$ cat src/rtl/tlls_pkg.sv
// Package for the timestamp log line stripper: character codes, line and sequencer
// state types, the command passed from the front end to the back end, and the
// line classification functions. Depends on nothing else.
package tlls_pkg;

  // Character codes
  localparam logic [7:0] CH_LF     = 8'h0A;
  localparam logic [7:0] CH_CR     = 8'h0D;
  localparam logic [7:0] CH_SPACE  = 8'h20;
  localparam logic [7:0] CH_HASH   = 8'h23;
  localparam logic [7:0] CH_DASH   = 8'h2D;
  localparam logic [7:0] CH_DOT    = 8'h2E;
  localparam logic [7:0] CH_ZERO   = 8'h30;
  localparam logic [7:0] CH_NINE   = 8'h39;
  localparam logic [7:0] CH_COLON  = 8'h3A;
  localparam logic [7:0] CH_GT     = 8'h3E;
  localparam logic [7:0] CH_T      = 8'h54;
  localparam logic [7:0] CH_X      = 8'h58;
  localparam logic [7:0] CH_LBRACK = 8'h5B;
  localparam logic [7:0] CH_RBRACK = 8'h5D;
  localparam logic [7:0] CH_NUL    = 8'h00;

  // Stamp length and end of the transmit marker that follows it
  localparam logic [4:0] STAMP_LEN = 5'd26;
  localparam logic [4:0] TX_END    = 5'd30;
  localparam logic [4:0] POS_TX0   = 5'd26;
  localparam logic [4:0] POS_TX1   = 5'd27;
  localparam logic [4:0] POS_TX2   = 5'd28;
  localparam logic [4:0] POS_TX3   = 5'd29;

  // Command queue depth
  localparam int QDEPTH = 4;
  localparam int QAW    = $clog2(QDEPTH);

  // Segment levels of a command, in emission order
  localparam logic [2:0] SEG_PRE   = 3'd0;
  localparam logic [2:0] SEG_FLUSH = 3'd1;
  localparam logic [2:0] SEG_CR    = 3'd2;
  localparam logic [2:0] SEG_DATA  = 3'd3;
  localparam logic [2:0] SEG_POST  = 3'd4;

  typedef enum logic [1:0] {
    LM_UNDEC,
    LM_KEEP,
    LM_DROP
  } line_mode_t;

  typedef enum logic [2:0] {
    K_UNDEC,
    K_KEEP_RAW,
    K_KEEP_STAMP,
    K_DROP_HASH,
    K_DROP_TX
  } kind_t;

  typedef enum logic [3:0] {
    BS_IDLE,
    BS_PRE_CR,
    BS_PRE_LF,
    BS_FLUSH,
    BS_CR,
    BS_DATA,
    BS_POST_CR,
    BS_POST_LF,
    BS_MARK
  } back_state_t;

  // One command describes every result of one accepted input byte.
  typedef struct packed {
    logic       pre;        // CRLF for a deferred break
    logic       flush;      // replay held line bytes
    logic       from_stamp; // replay starts after the stamp
    logic [4:0] fend;       // replay stops before this position
    logic       cr;         // a held CR
    logic       byte_en;    // the input byte itself
    logic [7:0] data;
    logic       post;       // CRLF closing the line or the capture
    logic       last;       // final transaction of the capture
  } tlls_cmd_t;

  typedef struct packed {
    logic       we;
    logic [4:0] addr;
    logic [7:0] data;
  } tlls_wr_t;

  typedef struct packed {
    logic full;
    logic empty;
  } tlls_qstat_t;

  function automatic logic stamp_char_ok(input logic [4:0] pos, input logic [7:0] c);
    logic digit;
    logic ok;
    digit = (c >= CH_ZERO) && (c <= CH_NINE);
    unique case (pos) inside
      5'd0:                      ok = (c == CH_LBRACK);
      [5'd1:5'd4], 5'd6, 5'd7, 5'd9, 5'd10, 5'd12, 5'd13, 5'd15, 5'd16,
      5'd18, 5'd19, [5'd21:5'd23]: ok = digit;
      5'd5, 5'd8:                ok = (c == CH_DASH);
      5'd11, 5'd25:              ok = (c == CH_SPACE);
      5'd14, 5'd17:              ok = (c == CH_COLON);
      5'd20:                     ok = (c == CH_DOT);
      5'd24:                     ok = (c == CH_RBRACK);
      default:                   ok = 1'b1;
    endcase
    return ok;
  endfunction

  function automatic logic tx_char_ok(input logic [4:0] pos, input logic [7:0] c);
    logic ok;
    unique case (pos)
      POS_TX0: ok = (c == CH_T);
      POS_TX1: ok = (c == CH_X);
      POS_TX2: ok = (c == CH_GT);
      POS_TX3: ok = (c == CH_SPACE);
      default: ok = 1'b1;
    endcase
    return ok;
  endfunction

  // Decides the kind of a line from the prefix flags of its first n bytes.
  function automatic kind_t classify(input logic [4:0] n, input logic s, input logic t,
                                     input logic h0, input logic b1, input logic fin);
    kind_t k;
    if (s && (n >= STAMP_LEN)) begin
      if (!t) begin
        k = K_KEEP_STAMP;
      end else if (n >= TX_END) begin
        k = K_DROP_TX;
      end else if (fin) begin
        k = K_KEEP_STAMP;
      end else begin
        k = K_UNDEC;
      end
    end else if (s && !fin) begin
      k = K_UNDEC;
    end else if (n >= 5'd2) begin
      k = (h0 && b1) ? K_DROP_HASH : K_KEEP_RAW;
    end else if ((n == 5'd1) && h0 && !fin) begin
      k = K_UNDEC;
    end else begin
      k = K_KEEP_RAW;
    end
    return k;
  endfunction

endpackage

$ cat src/rtl/tlls_front.sv
// Front end of the log line stripper: accepts capture bytes, tracks the line state,
// classifies each line and issues at most one command per byte. Depends on tlls_pkg.
module tlls_front (
  input  logic                clk,
  input  logic                rst_n,
  input  logic                strip_en,
  input  logic                in_valid,
  output logic                in_ready,
  input  logic [7:0]          in_byte,
  input  logic                in_last,
  input  tlls_pkg::tlls_qstat_t qstat,
  input  logic                flush_done,
  output logic                push,
  output tlls_pkg::tlls_cmd_t cmd,
  output tlls_pkg::tlls_wr_t  wr
);
  import tlls_pkg::*;

  line_mode_t mode_r, mode_nxt;
  logic [4:0] lp_r, lp_nxt;
  logic       pend_r, pend_nxt, pend_aft;
  logic       held_r, held_nxt;
  logic       s_r, s_nxt, t_r, t_nxt, h0_r, h0_nxt, b1_r, b1_nxt;
  logic [QAW:0] fcnt_r, fcnt_nxt;

  logic       accept, is_lf, is_cr, fin, use_upd, keep, decided, restart, post_step;
  logic       s_u, t_u, h0_u, b1_u;
  logic [4:0] n, fstart, fend;
  kind_t      kind;

  // A new line must not overwrite the lookahead while a replay of it is still queued.
  assign in_ready = !qstat.full && !((fcnt_r != '0) && (mode_r == LM_UNDEC) && strip_en);
  assign accept   = in_valid && in_ready;

  // Line analysis
  always_comb begin
    is_lf   = (in_byte == CH_LF);
    is_cr   = (in_byte == CH_CR);
    fin     = is_lf || in_last;
    s_u     = s_r && stamp_char_ok(lp_r, in_byte);
    t_u     = t_r && tx_char_ok(lp_r, in_byte);
    h0_u    = (lp_r == 5'd0) ? (in_byte == CH_HASH) : h0_r;
    b1_u    = (lp_r == 5'd1) ? (in_byte == CH_SPACE) : b1_r;
    // A closing LF, or a final CR, is not part of the classified line.
    use_upd = !(fin && (is_lf || is_cr));
    n       = use_upd ? (lp_r + 5'd1) : lp_r;
    kind    = use_upd ? classify(n, s_u, t_u, h0_u, b1_u, fin)
                      : classify(n, s_r, t_r, h0_r, b1_r, fin);
    keep    = (kind == K_KEEP_RAW) || (kind == K_KEEP_STAMP);
    decided = fin || (kind != K_UNDEC);
    fstart  = (kind == K_KEEP_STAMP) ? STAMP_LEN : 5'd0;
    fend    = (!fin && is_cr) ? (n - 5'd1) : n;
  end

  // Next line state
  always_comb begin
    mode_nxt = mode_r;
    lp_nxt   = lp_r;
    pend_aft = pend_r;
    held_nxt = held_r;
    s_nxt    = s_r;
    t_nxt    = t_r;
    h0_nxt   = h0_r;
    b1_nxt   = b1_r;
    restart  = 1'b0;
    if (!strip_en) begin
      mode_nxt = LM_UNDEC;
      pend_aft = 1'b0;
      held_nxt = 1'b0;
      restart  = 1'b1;
    end else begin
      unique case (mode_r)
        LM_UNDEC: begin
          if (!decided) begin
            lp_nxt = n;
            s_nxt  = s_u;
            t_nxt  = t_u;
            h0_nxt = h0_u;
            b1_nxt = b1_u;
          end else begin
            restart  = 1'b1;
            pend_aft = fin && keep && is_lf;
            held_nxt = !fin && keep && is_cr;
            mode_nxt = fin ? LM_UNDEC : (keep ? LM_KEEP : LM_DROP);
          end
        end
        LM_KEEP: begin
          if (is_lf) begin
            pend_aft = !held_r;
            held_nxt = 1'b0;
            mode_nxt = LM_UNDEC;
            restart  = 1'b1;
          end else begin
            held_nxt = is_cr;
          end
        end
        LM_DROP: begin
          if (is_lf) begin
            mode_nxt = LM_UNDEC;
            restart  = 1'b1;
          end
        end
        default: begin
          mode_nxt = LM_UNDEC;
          restart  = 1'b1;
        end
      endcase
    end
    pend_nxt = pend_aft;
    if (restart || in_last) begin
      lp_nxt = 5'd0;
      s_nxt  = 1'b1;
      t_nxt  = 1'b1;
      h0_nxt = 1'b0;
      b1_nxt = 1'b0;
    end
    if (in_last) begin
      mode_nxt = LM_UNDEC;
      pend_nxt = 1'b0;
      held_nxt = 1'b0;
    end
  end

  // Command for the back end
  always_comb begin
    cmd            = '0;
    cmd.data       = in_byte;
    cmd.fend       = fend;
    cmd.from_stamp = (kind == K_KEEP_STAMP);
    cmd.last       = in_last;
    post_step      = 1'b0;
    if (!strip_en) begin
      cmd.byte_en = 1'b1;
    end else begin
      unique case (mode_r)
        LM_UNDEC: begin
          if (decided && (kind != K_DROP_TX)) begin
            cmd.pre   = pend_r;
            cmd.flush = keep && (fend > fstart);
          end
        end
        LM_KEEP: begin
          if (is_lf) begin
            post_step = held_r;
          end else begin
            cmd.cr      = held_r;
            cmd.byte_en = !is_cr;
          end
        end
        default: begin
          post_step = 1'b0;
        end
      endcase
    end
    cmd.post = post_step || (in_last && pend_aft);
  end

  assign push = accept && (cmd.pre || cmd.flush || cmd.cr || cmd.byte_en || cmd.post ||
                           cmd.last);

  always_comb begin
    wr.we   = accept && strip_en && (mode_r == LM_UNDEC) && !is_lf;
    wr.addr = lp_r;
    wr.data = in_byte;
  end

  always_comb begin
    fcnt_nxt = fcnt_r;
    if (push && cmd.flush) begin
      fcnt_nxt = fcnt_nxt + 1'b1;
    end
    if (flush_done) begin
      fcnt_nxt = fcnt_nxt - 1'b1;
    end
  end

  always_ff @(posedge clk) begin
    if (!rst_n) begin
      mode_r <= LM_UNDEC;
      lp_r   <= 5'd0;
      pend_r <= 1'b0;
      held_r <= 1'b0;
      s_r    <= 1'b1;
      t_r    <= 1'b1;
      h0_r   <= 1'b0;
      b1_r   <= 1'b0;
      fcnt_r <= '0;
    end else begin
      fcnt_r <= fcnt_nxt;
      if (accept) begin
        mode_r <= mode_nxt;
        lp_r   <= lp_nxt;
        pend_r <= pend_nxt;
        held_r <= held_nxt;
        s_r    <= s_nxt;
        t_r    <= t_nxt;
        h0_r   <= h0_nxt;
        b1_r   <= b1_nxt;
      end
    end
  end

endmodule

$ cat src/rtl/tlls_fifo.sv
// Short command queue between the front and back ends of the log line stripper.
// Depends on tlls_pkg for the command type and the queue depth.
module tlls_fifo (
  input  logic                  clk,
  input  logic                  rst_n,
  input  logic                  push,
  input  tlls_pkg::tlls_cmd_t   din,
  input  logic                  pop,
  output tlls_pkg::tlls_cmd_t   dout,
  output tlls_pkg::tlls_qstat_t stat
);
  import tlls_pkg::*;

  tlls_cmd_t      mem_r [QDEPTH];
  logic [QAW-1:0] wp_r, rp_r;
  logic [QAW:0]   cnt_r;

  always_ff @(posedge clk) begin
    if (push) begin
      mem_r[wp_r] <= din;
    end
  end

  always_ff @(posedge clk) begin
    if (!rst_n) begin
      wp_r  <= '0;
      rp_r  <= '0;
      cnt_r <= '0;
    end else begin
      if (push) begin
        wp_r <= wp_r + 1'b1;
      end
      if (pop) begin
        rp_r <= rp_r + 1'b1;
      end
      cnt_r <= cnt_r + {{QAW{1'b0}}, push} - {{QAW{1'b0}}, pop};
    end
  end

  assign dout       = mem_r[rp_r];
  assign stat.full  = (cnt_r == (QAW + 1)'(QDEPTH));
  assign stat.empty = (cnt_r == '0);

endmodule

$ cat src/rtl/tlls_back.sv
// Back end of the log line stripper: holds the lookahead memory and sequences each
// command into output transactions through a registered output stage. Depends on tlls_pkg.
module tlls_back #(
  parameter int LOOKAHEAD_DEPTH = 32
) (
  input  logic                  clk,
  input  logic                  rst_n,
  input  tlls_pkg::tlls_wr_t    wr,
  input  tlls_pkg::tlls_cmd_t   head,
  input  tlls_pkg::tlls_qstat_t qstat,
  output logic                  pop,
  output logic                  flush_done,
  output logic                  out_valid,
  input  logic                  out_ready,
  output logic [7:0]            out_byte,
  output logic                  out_byte_valid,
  output logic                  out_run_last,
  output logic                  out_stream_end
);
  import tlls_pkg::*;

  localparam int AW = $clog2(LOOKAHEAD_DEPTH);

  logic [7:0]  mem [LOOKAHEAD_DEPTH];
  logic [7:0]  rdata_r;

  back_state_t state_r, state_nxt, follow, step, first_st;
  tlls_cmd_t   cmd_r, cmd_nxt;
  logic [4:0]  idx_r, idx_nxt;
  logic        out_valid_r;
  logic [7:0]  out_byte_r, o_byte;
  logic        out_bv_r, out_rl_r, out_se_r, o_bv;
  logic        slot_free, emit, seg_end, item_last, done;

  // First enabled segment at or after the given level; BS_IDLE when none remains.
  function automatic back_state_t next_seg(input tlls_cmd_t c, input logic [2:0] lvl);
    back_state_t s;
    s = BS_IDLE;
    if ((lvl <= SEG_POST) && c.post) s = BS_POST_CR;
    if ((lvl <= SEG_DATA) && c.byte_en) s = BS_DATA;
    if ((lvl <= SEG_CR) && c.cr) s = BS_CR;
    if ((lvl <= SEG_FLUSH) && c.flush) s = BS_FLUSH;
    if ((lvl <= SEG_PRE) && c.pre) s = BS_PRE_CR;
    return s;
  endfunction

  assign slot_free = !out_valid_r || out_ready;
  assign emit      = (state_r != BS_IDLE) && slot_free;

  // Sequencer next state
  always_comb begin
    seg_end = 1'b0;
    follow  = BS_IDLE;
    step    = state_r;
    unique case (state_r)
      BS_IDLE:    step = BS_IDLE;
      BS_PRE_CR:  step = BS_PRE_LF;
      BS_PRE_LF: begin
        seg_end = 1'b1;
        follow  = next_seg(cmd_r, SEG_FLUSH);
      end
      BS_FLUSH: begin
        seg_end = ((idx_r + 5'd1) == cmd_r.fend);
        follow  = next_seg(cmd_r, SEG_CR);
        step    = BS_FLUSH;
      end
      BS_CR: begin
        seg_end = 1'b1;
        follow  = next_seg(cmd_r, SEG_DATA);
      end
      BS_DATA: begin
        seg_end = 1'b1;
        follow  = next_seg(cmd_r, SEG_POST);
      end
      BS_POST_CR: step = BS_POST_LF;
      BS_POST_LF: seg_end = 1'b1;
      BS_MARK:    seg_end = 1'b1;
      default:    step = BS_IDLE;
    endcase
    item_last = seg_end && (follow == BS_IDLE);
    done      = emit && item_last;
    pop       = !qstat.empty && ((state_r == BS_IDLE) || done);
    first_st  = next_seg(head, SEG_PRE);
    if (first_st == BS_IDLE) begin
      first_st = BS_MARK;
    end
    if (pop) begin
      state_nxt = first_st;
    end else if (done) begin
      state_nxt = BS_IDLE;
    end else if (emit) begin
      state_nxt = seg_end ? follow : step;
    end else begin
      state_nxt = state_r;
    end
    cmd_nxt = pop ? head : cmd_r;
    if (pop) begin
      idx_nxt = head.from_stamp ? STAMP_LEN : 5'd0;
    end else if (emit && (state_r == BS_FLUSH)) begin
      idx_nxt = idx_r + 5'd1;
    end else begin
      idx_nxt = idx_r;
    end
    flush_done = emit && (state_r == BS_FLUSH) && seg_end;
  end

  // Output selection
  always_comb begin
    o_bv = 1'b1;
    unique case (state_r)
      BS_PRE_CR, BS_CR, BS_POST_CR: o_byte = CH_CR;
      BS_PRE_LF, BS_POST_LF:        o_byte = CH_LF;
      BS_FLUSH:                     o_byte = rdata_r;
      BS_DATA:                      o_byte = cmd_r.data;
      default: begin
        o_byte = CH_NUL;
        o_bv   = 1'b0;
      end
    endcase
  end

  always_ff @(posedge clk) begin
    if (wr.we) begin
      mem[AW'(wr.addr)] <= wr.data;
    end
    rdata_r <= mem[AW'(idx_nxt)];
  end

  always_ff @(posedge clk) begin
    cmd_r <= cmd_nxt;
    idx_r <= idx_nxt;
    if (emit) begin
      out_byte_r <= o_byte;
      out_bv_r   <= o_bv;
      out_rl_r   <= item_last;
      out_se_r   <= item_last && cmd_r.last;
    end
  end

  always_ff @(posedge clk) begin
    if (!rst_n) begin
      state_r     <= BS_IDLE;
      out_valid_r <= 1'b0;
    end else begin
      state_r <= state_nxt;
      if (emit) begin
        out_valid_r <= 1'b1;
      end else if (out_ready) begin
        out_valid_r <= 1'b0;
      end
    end
  end

  assign out_valid      = out_valid_r;
  assign out_byte       = out_byte_r;
  assign out_byte_valid = out_bv_r;
  assign out_run_last   = out_rl_r;
  assign out_stream_end = out_se_r;

endmodule

$ cat src/rtl/timestamp_log_line_stripper.sv
// A byte's first result passes through the command queue, the sequencer state and the
// registered output stage, whether the back end is idle or just finishing earlier work;
// results still ahead of it delay it further. Throughput: one result per cycle from the
// back-end sequencer while the receiver is ready; the front end takes one byte per cycle
// while the queue is not full, but holds off the first byte of a new line while a replay
// of up to 26 lookahead bytes is still queued. Reset is synchronous: line state, queue and
// output are cleared and strip_enable returns to 1; the lookahead memory is not cleared.
module timestamp_log_line_stripper #(
  parameter int LOOKAHEAD_DEPTH = 32
) (
  input  logic       clk,
  input  logic       rst_n,
  input  logic       in_valid,
  output logic       in_ready,
  input  logic [7:0] in_byte,
  input  logic       in_last,
  output logic       out_valid,
  input  logic       out_ready,
  output logic [7:0] out_byte,
  output logic       out_byte_valid,
  output logic       out_run_last,
  output logic       out_stream_end,
  input  logic       cfg_we,
  input  logic       cfg_wdata
);
  import tlls_pkg::*;

  // The single configuration register. The user must write it only while the block is
  // idle, so that the front end may read it directly; the block itself does not enforce it.
  logic strip_en_r;

  always_ff @(posedge clk) begin
    if (!rst_n) begin
      strip_en_r <= 1'b1;
    end else if (cfg_we) begin
      strip_en_r <= cfg_wdata;
    end
  end

  tlls_cmd_t   q_in, q_head;
  tlls_qstat_t q_stat;
  tlls_wr_t    buf_wr;
  logic        q_push, q_pop, flush_done;

  // The front end classifies each line from running prefix flags and turns every
  // accepted transaction into at most one command. Bytes of a line that is still undecided
  // are parked in the lookahead memory held by the back end.
  tlls_front u_front (
    .clk        (clk),
    .rst_n      (rst_n),
    .strip_en   (strip_en_r),
    .in_valid   (in_valid),
    .in_ready   (in_ready),
    .in_byte    (in_byte),
    .in_last    (in_last),
    .qstat      (q_stat),
    .flush_done (flush_done),
    .push       (q_push),
    .cmd        (q_in),
    .wr         (buf_wr)
  );

  // The queue lets the front end run ahead while the back end is still expanding a
  // command into several output transactions.
  tlls_fifo u_fifo (
    .clk   (clk),
    .rst_n (rst_n),
    .push  (q_push),
    .din   (q_in),
    .pop   (q_pop),
    .dout  (q_head),
    .stat  (q_stat)
  );

  // The back end emits, in order, a deferred line break, the replayed lookahead
  // bytes, a held CR, the byte itself and a closing line break, or a bare end
  // marker when the final transaction of a capture produces nothing else.
  tlls_back #(
    .LOOKAHEAD_DEPTH (LOOKAHEAD_DEPTH)
  ) u_back (
    .clk            (clk),
    .rst_n          (rst_n),
    .wr             (buf_wr),
    .head           (q_head),
    .qstat          (q_stat),
    .pop            (q_pop),
    .flush_done     (flush_done),
    .out_valid      (out_valid),
    .out_ready      (out_ready),
    .out_byte       (out_byte),
    .out_byte_valid (out_byte_valid),
    .out_run_last   (out_run_last),
    .out_stream_end (out_stream_end)
  );

`ifndef SYNTH
  // The front end must never push into a full queue.
  a_no_overflow: assert property (@(posedge clk) disable iff (!rst_n)
    q_push |-> !q_stat.full)
    else $error("command pushed into a full queue");

  // A result without data is only ever the end marker of a capture.
  a_marker_is_end: assert property (@(posedge clk) disable iff (!rst_n)
    (out_valid && !out_byte_valid) |-> (out_run_last && out_stream_end))
    else $error("data-less result that is not an end marker");

  // The end of a capture always closes the results of its transaction.
  a_end_closes_run: assert property (@(posedge clk) disable iff (!rst_n)
    (out_valid && out_stream_end) |-> out_run_last)
    else $error("stream end without run end");

  // A queue pop is only taken when there is something to take.
  a_pop_nonempty: assert property (@(posedge clk) disable iff (!rst_n)
    q_pop |-> !q_stat.empty)
    else $error("pop from an empty queue");
`endif

endmodule

$ cat config.mk
export PLATFORM = sky130hd
export DESIGN_NAME = timestamp_log_line_stripper
export DESIGN_NICKNAME = d
export VERILOG_FILES = /design/src/rtl/tlls_pkg.sv /design/src/rtl/tlls_front.sv /design/src/rtl/tlls_fifo.sv /design/src/rtl/tlls_back.sv /design/src/rtl/timestamp_log_line_stripper.sv
export SDC_FILE = /design/constraint.sdc
export NUM_CORES = 1
export LEC_CHECK = 0
export BUFFER_PORTS_ARGS = -buffer_cell sky130_fd_sc_hd__buf_2
export CAP_MARGIN = 20
export CORE_MARGIN = 2
export CORE_UTILIZATION = 43
export DETAILED_ROUTE_END_ITERATION = 8
export GPL_ROUTABILITY_DRIVEN = 0
export PLACE_DENSITY = 0.7
export RECOVER_POWER = 50
export SYNTH_ARGS = -nofsm -noshare
export SYNTH_HDL_FRONTEND = slang
export SYNTH_SLANG_ARGS = --single-unit
$ cat constraint.sdc
create_clock -name clk -period 7.2 [get_ports clk]
set_input_delay 1.44 -clock clk [delete_from_list [all_inputs] [get_ports clk]]
set_output_delay 1.44 -clock clk [all_outputs]
set_load 0.01 [all_outputs]
==> results of run 1 <==
## synth_stat cells, types with 18 or more instances
cell type  count
xnor2_1       18
ha_1          24
mux4_2        20
clkbuf_1      34
o21ai_0       26
inv_1         35
dfxtp_1       44
nand2_1      211
buf_2         22
nand4_1       21
mux2i_1       55
nor2_1        72
nand3_1       58
a21oi_1       54
edfxtp_1     365
or3_1         21
## kinds of logic (layout without fill, tap and decap cells)
group                      after synthesis  in the layout
and+or+nand+nor                        507            507
adders and majority gates               25             25
DFF                                    409            409
muxes                                   79             79
AOI/OAI and AO/OA                      209            209
xor gates and xnor gates                32             32
buffers and inverters                  105            170
## layer usage
layer  share of wire  GRT usage  up-vias
li1                -          -     5195
met1            0.43      0.274     5652
met2            0.47      0.312      458
met3           0.066     0.0278       85
met4           0.028     0.0682        2
met5         0.00026          0        -
## power groups by stage
stage	Sequential, uW	Combinational [uW]	Clock, uW
2_1_floorplan	3020	1830	0
3_3_place_gp	3040	2620	0
3_5_place_dp	3050	2670	0
4_1_cts	3000	2680	2090
5_1_grt	3030	2860	2180
6_report	3010	2630	2070
## cell type report
class / count / area (um^2)
inverters: 38 / 145
clock inverters: 23 / 171
flip-flops and latches: 409 / 11800
clock buffers: 54 / 1140
well taps: 532 / 666
repair buffers: 55 / 290
fillers: 3523 / 21100
multi-input cells: 852 / 5570
## critical path, cell delays in order
cell and delay, ps:
clkbuf_1 810, or3b_1 500, nor3_2 340, nor2_1 210, or2_1 290, a2111oi_2 500
a22oi_4 180, inv_1 160, ha_1 250, a41oi_1 240, and3_1 270, o31a_2 240
inv_1 60, ha_1 270, inv_1 50, ha_1 200, fa_1 420, xnor2_1 140
and2_1 150
## flip-flops by register name (all words and copies together), names as in the netlist, 3 cells and up, named ones only
name / cells
u_back.idx_r: 5
u_back.mem: 256
u_front.lp_r: 5
u_front.fcnt_r: 3
u_back.cmd_r: 18
u_back.rdata_r: 8
u_fifo.mem_r: 80
u_back.state_r: 4
u_fifo.cnt_r: 3
u_back.out_byte: 8
## per-stage QoR
step                      setup slack (ps)  area (um^2)
final                                  898        19800
after global routing                   559        19800
after CTS                             1400        19900
after detailed placement               843        18600
after global placement                1050        18600
after floorplan                       1680        17900
## final timing paths
path | from | end | cells past startpoint
max | in_byte[1] | u_fifo.cnt_r[2]$_SDFF_PN0_ | 19
min | u_front.h0_r$_SDFFE_PN0P_ | u_front.h0_r$_SDFFE_PN0P_ | 2
max reg2reg | u_back.state_r[2]$_SDFFE_PN0P_ | u_back.rdata_r[4]$_DFF_P_ | 15
min reg2reg | u_front.h0_r$_SDFFE_PN0P_ | u_front.h0_r$_SDFFE_PN0P_ | 2
==> flow_metrics.py, run 1 <==
metrics = {
    "status": {
        "status": "complete, but fails checks",
        "violations": "max-capacitance violations, max-slew violations",
    },
    "logic_synthesis": {
        "yosysWarnings": 0,
        "synth.net_count": 1406,
        "synthAdderAreaFrac": 0.0179,
        "synth_ff_type": "edfxtp_1",
        "synth_edf_count": 365,
        "synth.area.mux_share": 0.0598,
        "ys_seq_area_frac": 0.663,
        "synth_top_area_frac": 0.613,
        "syn_area_per_cell_um2": 13.1,
        "synth_top_family_by_area": "simple AND/OR/NAND/NOR gates",
        "synth_largest_area_cell": "edfxtp_1",
        "netlist_instances": 1366,
        "synth_xor_area_frac": 0.0161,
        "synth.area.top_cells": "edfxtp_1, dfxtp_1, nand2_1, mux2i_1, mux4_2",
        "async_flop_share": 0,
        "ys_seq_elements": 409,
        "synth_area_um2": 17900,
        "synthSimpleGateAreaFrac": 0.138,
        "synth_compound_area_frac": 0.0810,
        "synth_cell_type_count": 86,
    },
    "cts": {
        "cts_hold_buf": 0,
        "cts_sinks": 409,
        "cts_max_path_buffers": 3,
        "clock_latency_ps": 560,
        "postCtsSetupBuffers": 0,
        "h-tree-depth": 2,
        "cts_made_buffers": 42,
        "clkSlewWorstSetupHoldPaths_ps": 60,
        "cts-root-buf": "clkbuf_16",
        "cts_resized": 0,
        "tritoncts": "yes",
    },
    "sta": {
        "period_minus_slack_ps": 6300,
        "finalSetupTns_ps": 0,
        "maxSlewViolCount": 93,
        "rsz0062_at_grt": "no",
        "finalCritPeriodShare": 0.875,
        "tightest_slew_ps": 1820,
        "finalSetupViolCount": 0,
        "clock-skew-final_ps": 22.9,
        "clock.fmax_mhz": 159,
        "fin_hold_ws_ps": 499,
        "final-hold-violation-count": 0,
        "slew_headroom": -0.213,
    },
    "detailed_routing": {
        "drt_iter0_drc": 1365,
        "wl_mm": 42.4,
        "wl_per_cell_um": 21.6,
        "antenna_left": 0,
        "drc": 0,
        "vias": 11392,
        "avgViaCountPerCell": 5.80,
        "drtPass1Iterations": 7,
    },
    "worst_setup_path": {
        "critPathCaptureType": "register",
        "regToRegSetupSlack_ps": 1260,
        "crit_type": "input pin to register",
        "critPathRequiredTime_ps": 7630,
        "startpoint_type": "input pin",
        "critPathArrivalTime_ps": 6730,
        "cp_max_fo": 23,
    },
    "power": {
        "peakVddDrop_mv": 0.347,
        "pwr-share-comb": 0.341,
        "p_sw_frac": 0.361,
        "seqPwrFrac": 0.390,
        "power_density_nw_per_um2": 389,
        "p_int_uw": 4920,
        "totalPowerFinal_uw": 7700,
        "clockPowerShare": 0.268,
        "power.switching_uw": 2780,
        "p_leak_uw": 0.00667,
    },
    "floorplan": {
        "core_area_um2": 40900,
        "dieArea_um2": 43200,
        "die_w_um": 208,
        "num_rows": 74,
        "die_h_um": 208,
        "ios": 28,
        "start_util": 0.437,
    },
    "layout": {
        "n_antenna_cell": 0,
        "nets": 1438,
        "final_common_cell": "edfxtp_1",
        "final_util": 0.484,
        "drive_gt1_frac": 0.0908,
        "final_cell_mix": "edfxtp_1, nand2_1, nor2_1, nand3_1, mux2i_1",
        "area_growth_pct": 10.9,
        "fin_cells": 1963,
    },
    "grt": {
        "overflow": 0,
        "grt.total_usage": 0.195,
        "grt_pass1_vias": 11321,
        "antenna_found_initial": 2,
        "grt_max_degree": 81,
        "grt_pass1_wl_mm": 66.0,
    },
    "placed_design": {
        "io_buffers": 27,
        "hpwl_mm": 27.1,
        "place_inst": 1885,
    },
    "hold_path": {
        "hp-class": "register to register",
    },
    "run": {
        "drv_cap": 3,
    },
}
Note: power is estimated with default switching activity, not from simulation.
==> inputs of run 2 (changes only) <==
--- a/config.mk
+++ b/config.mk
@@ -8,10 +8,10 @@
 export BUFFER_PORTS_ARGS = -buffer_cell sky130_fd_sc_hd__buf_2
 export CAP_MARGIN = 20
 export CORE_MARGIN = 2
-export CORE_UTILIZATION = 43
+export CORE_UTILIZATION = 30
 export DETAILED_ROUTE_END_ITERATION = 8
 export GPL_ROUTABILITY_DRIVEN = 0
-export PLACE_DENSITY = 0.7
+export PLACE_DENSITY = 0.56
 export RECOVER_POWER = 50
 export SYNTH_ARGS = -nofsm -noshare
 export SYNTH_HDL_FRONTEND = slang
==> flow_metrics.py, run 2 (same netlist as run 1, synthesis figures left out) <==
metrics = {
    "power": {
        "peakVddDrop_mv": 0.199,
        "p_leak_uw": 0.00665,
        "power_density_nw_per_um2": 383,
    },
    "status": {
        "status": "complete, but fails checks",
        "violations": "max-capacitance violations, max-slew violations",
    },
    "sta": {
        "period_minus_slack_ps": 6230,
        "final-hold-violation-count": 0,
        "tightest_slew_ps": 1880,
        "fin_hold_ws_ps": 482,
        "clock-skew-final_ps": 18.0,
        "finalSetupViolCount": 0,
        "finalCritPeriodShare": 0.865,
        "clock.fmax_mhz": 161,
        "rsz0062_at_grt": "no",
        "maxSlewViolCount": 92,
        "finalSetupTns_ps": 0,
        "slew_headroom": -0.255,
    },
    "grt": {
        "overflow": 0,
        "grt_pass1_wl_mm": 67.8,
        "grt.total_usage": 0.144,
        "grt_max_degree": 81,
        "antenna_found_initial": 2,
        "grt_pass1_vias": 11129,
    },
    "floorplan": {
        "die_w_um": 248,
        "dieArea_um2": 61500,
        "core_area_um2": 58900,
        "num_rows": 89,
        "die_h_um": 248,
        "ios": 28,
        "start_util": 0.303,
    },
    "detailed_routing": {
        "antenna_left": 0,
        "drc": 0,
        "route.met2.wl_mm": 21.0,
        "wl_mm": 44.3,
        "drtPass1Iterations": 5,
        "vias": 11270,
        "wl_met1_mm": 19.8,
        "drt_iter0_drc": 973,
        "avgViaCountPerCell": 5.11,
        "dr_wl_met3_mm": 2.29,
        "topRoutingLayerUsed": "met5",
        "wl_per_cell_um": 20.1,
    },
    "hold_path": {
        "hp-class": "register to register",
    },
    "cts": {
        "cts_sinks": 409,
        "tritoncts": "yes",
        "clock_latency_ps": 560,
        "cts_made_buffers": 42,
        "cts_max_path_buffers": 3,
        "cts_resized": 0,
        "cts_hold_buf": 0,
        "h-tree-depth": 2,
        "postCtsSetupBuffers": 0,
        "clkSlewWorstSetupHoldPaths_ps": 60,
        "cts-root-buf": "clkbuf_16",
    },
    "layout": {
        "multi_input_area_um2": 5580,
        "fillerInstances": 5657,
        "final_common_cell": "edfxtp_1",
        "nets": 1440,
        "regMostFlops": "u_back.mem",
        "reg.largest.list": "u_back.mem (256), u_fifo.mem_r (80), u_back.cmd_r (18)",
        "drive_gt1_frac": 0.0873,
        "area_growth_pct": 12.6,
        "seq_area_um2": 11800,
        "final_cell_mix": "edfxtp_1, nand2_1, nor2_1, nand3_1, mux2i_1",
        "largest_register_ffs": 256,
    },
    "worst_setup_path": {
        "crit_start": "u_back.state_r[2]$_SDFFE_PN0P_",
        "r2r-end": "u_back.rdata_r[4]$_DFF_P_",
        "startpoint_type": "register",
        "crit_type": "register to register",
        "crit_end": "u_back.rdata_r[4]$_DFF_P_",
        "r2r_start": "u_back.state_r[2]$_SDFFE_PN0P_",
        "regToRegSetupSlack_ps": 970,
        "critPathArrivalTime_ps": 6590,
        "reg2reg_depth": 15,
        "cp_max_fo": 28,
        "critPathRequiredTime_ps": 7570,
        "critPathCaptureType": "register",
    },
    "placed_design": {
        "io_buffers": 27,
        "hpwl_mm": 28.8,
    },
    "run": {
        "drv_cap": 3,
    },
}
[run 2: how the worst min path moves through the flow]
stage / startpoint / end / slack, ps / cells after the start
3_5_place_dp: u_front.h0_r$_SDFFE_PN0P_ / u_front.h0_r$_SDFFE_PN0P_ / 470 / 2
4_1_cts: u_front.h0_r$_SDFFE_PN0P_ / u_front.h0_r$_SDFFE_PN0P_ / 480 / 2
6_report: u_front.h0_r$_SDFFE_PN0P_ / u_front.h0_r$_SDFFE_PN0P_ / 480 / 2
5_1_grt: u_front.mode_r[1]$_SDFFE_PN0P_ / u_front.mode_r[1]$_SDFFE_PN0P_ / 510 / 2
2_1_floorplan: u_front.h0_r$_SDFFE_PN0P_ / u_front.h0_r$_SDFFE_PN0P_ / 450 / 2
3_3_place_gp: u_front.h0_r$_SDFFE_PN0P_ / u_front.h0_r$_SDFFE_PN0P_ / 470 / 2
[run 2: final cells by class]
cell class	count	area share
Timing Repair Buffer	57	0.0152
Tap cell	773	0.0481
Clock buffer	52	0.0541
Clock inverter	24	0.00921
Inverter	38	0.00721
Sequential cell	409	0.589
Multi-Input combinational cell	852	0.277
Antenna cell	1	0.000124
[run 2: metal layers]
layer / global-route usage / vias up
met1: 0.200 / 5671
met3: 0.0208 / 77
li1: - / 5206
met4: 0.0479 / 2
met5: 0 / -
met2: 0.231 / 314
[run 2: stage by stage]
step                      worst slack, ps  instances   util  instance area (um^2)  total power, uW
after floorplan                      1680       1366      -                 17900             4850
after global placement               1080       2124  0.320                 18900             5800
after detailed placement              909       2125  0.321                 18900             5800
after CTS                            1370       2201  0.342                 20200             7830
after global routing                  537       2206  0.341                 20100             8110
final                                 973       2206  0.341                 20100             7710
[run 2: worst max-delay path, cell delays in order, from the launching register on]
cell      delay [ps]
dfxtp_1          730
nor2b_1          250
a22oi_1          230
o32a_1           220
o22ai_1          100
nor2_1           260
a21oi_1          190
inv_1            190
clkbuf_1        1380
mux2i_1          800
inv_1            260
nand2_1          380
a21oi_1           70
or4_1            610
o21ai_1          150
nand3_1          210
[run 2: where the power goes]
| part | switching [uW] | leakage (uW) | total [uW] | internal, uW |
|---|---|---|---|---|
| logic | 1800 | 0.00236 | 2670 | 872 |
| clock network | 907 | 0.000615 | 2030 | 1120 |
| registers | 118 | 0.00367 | 3010 | 2890 |
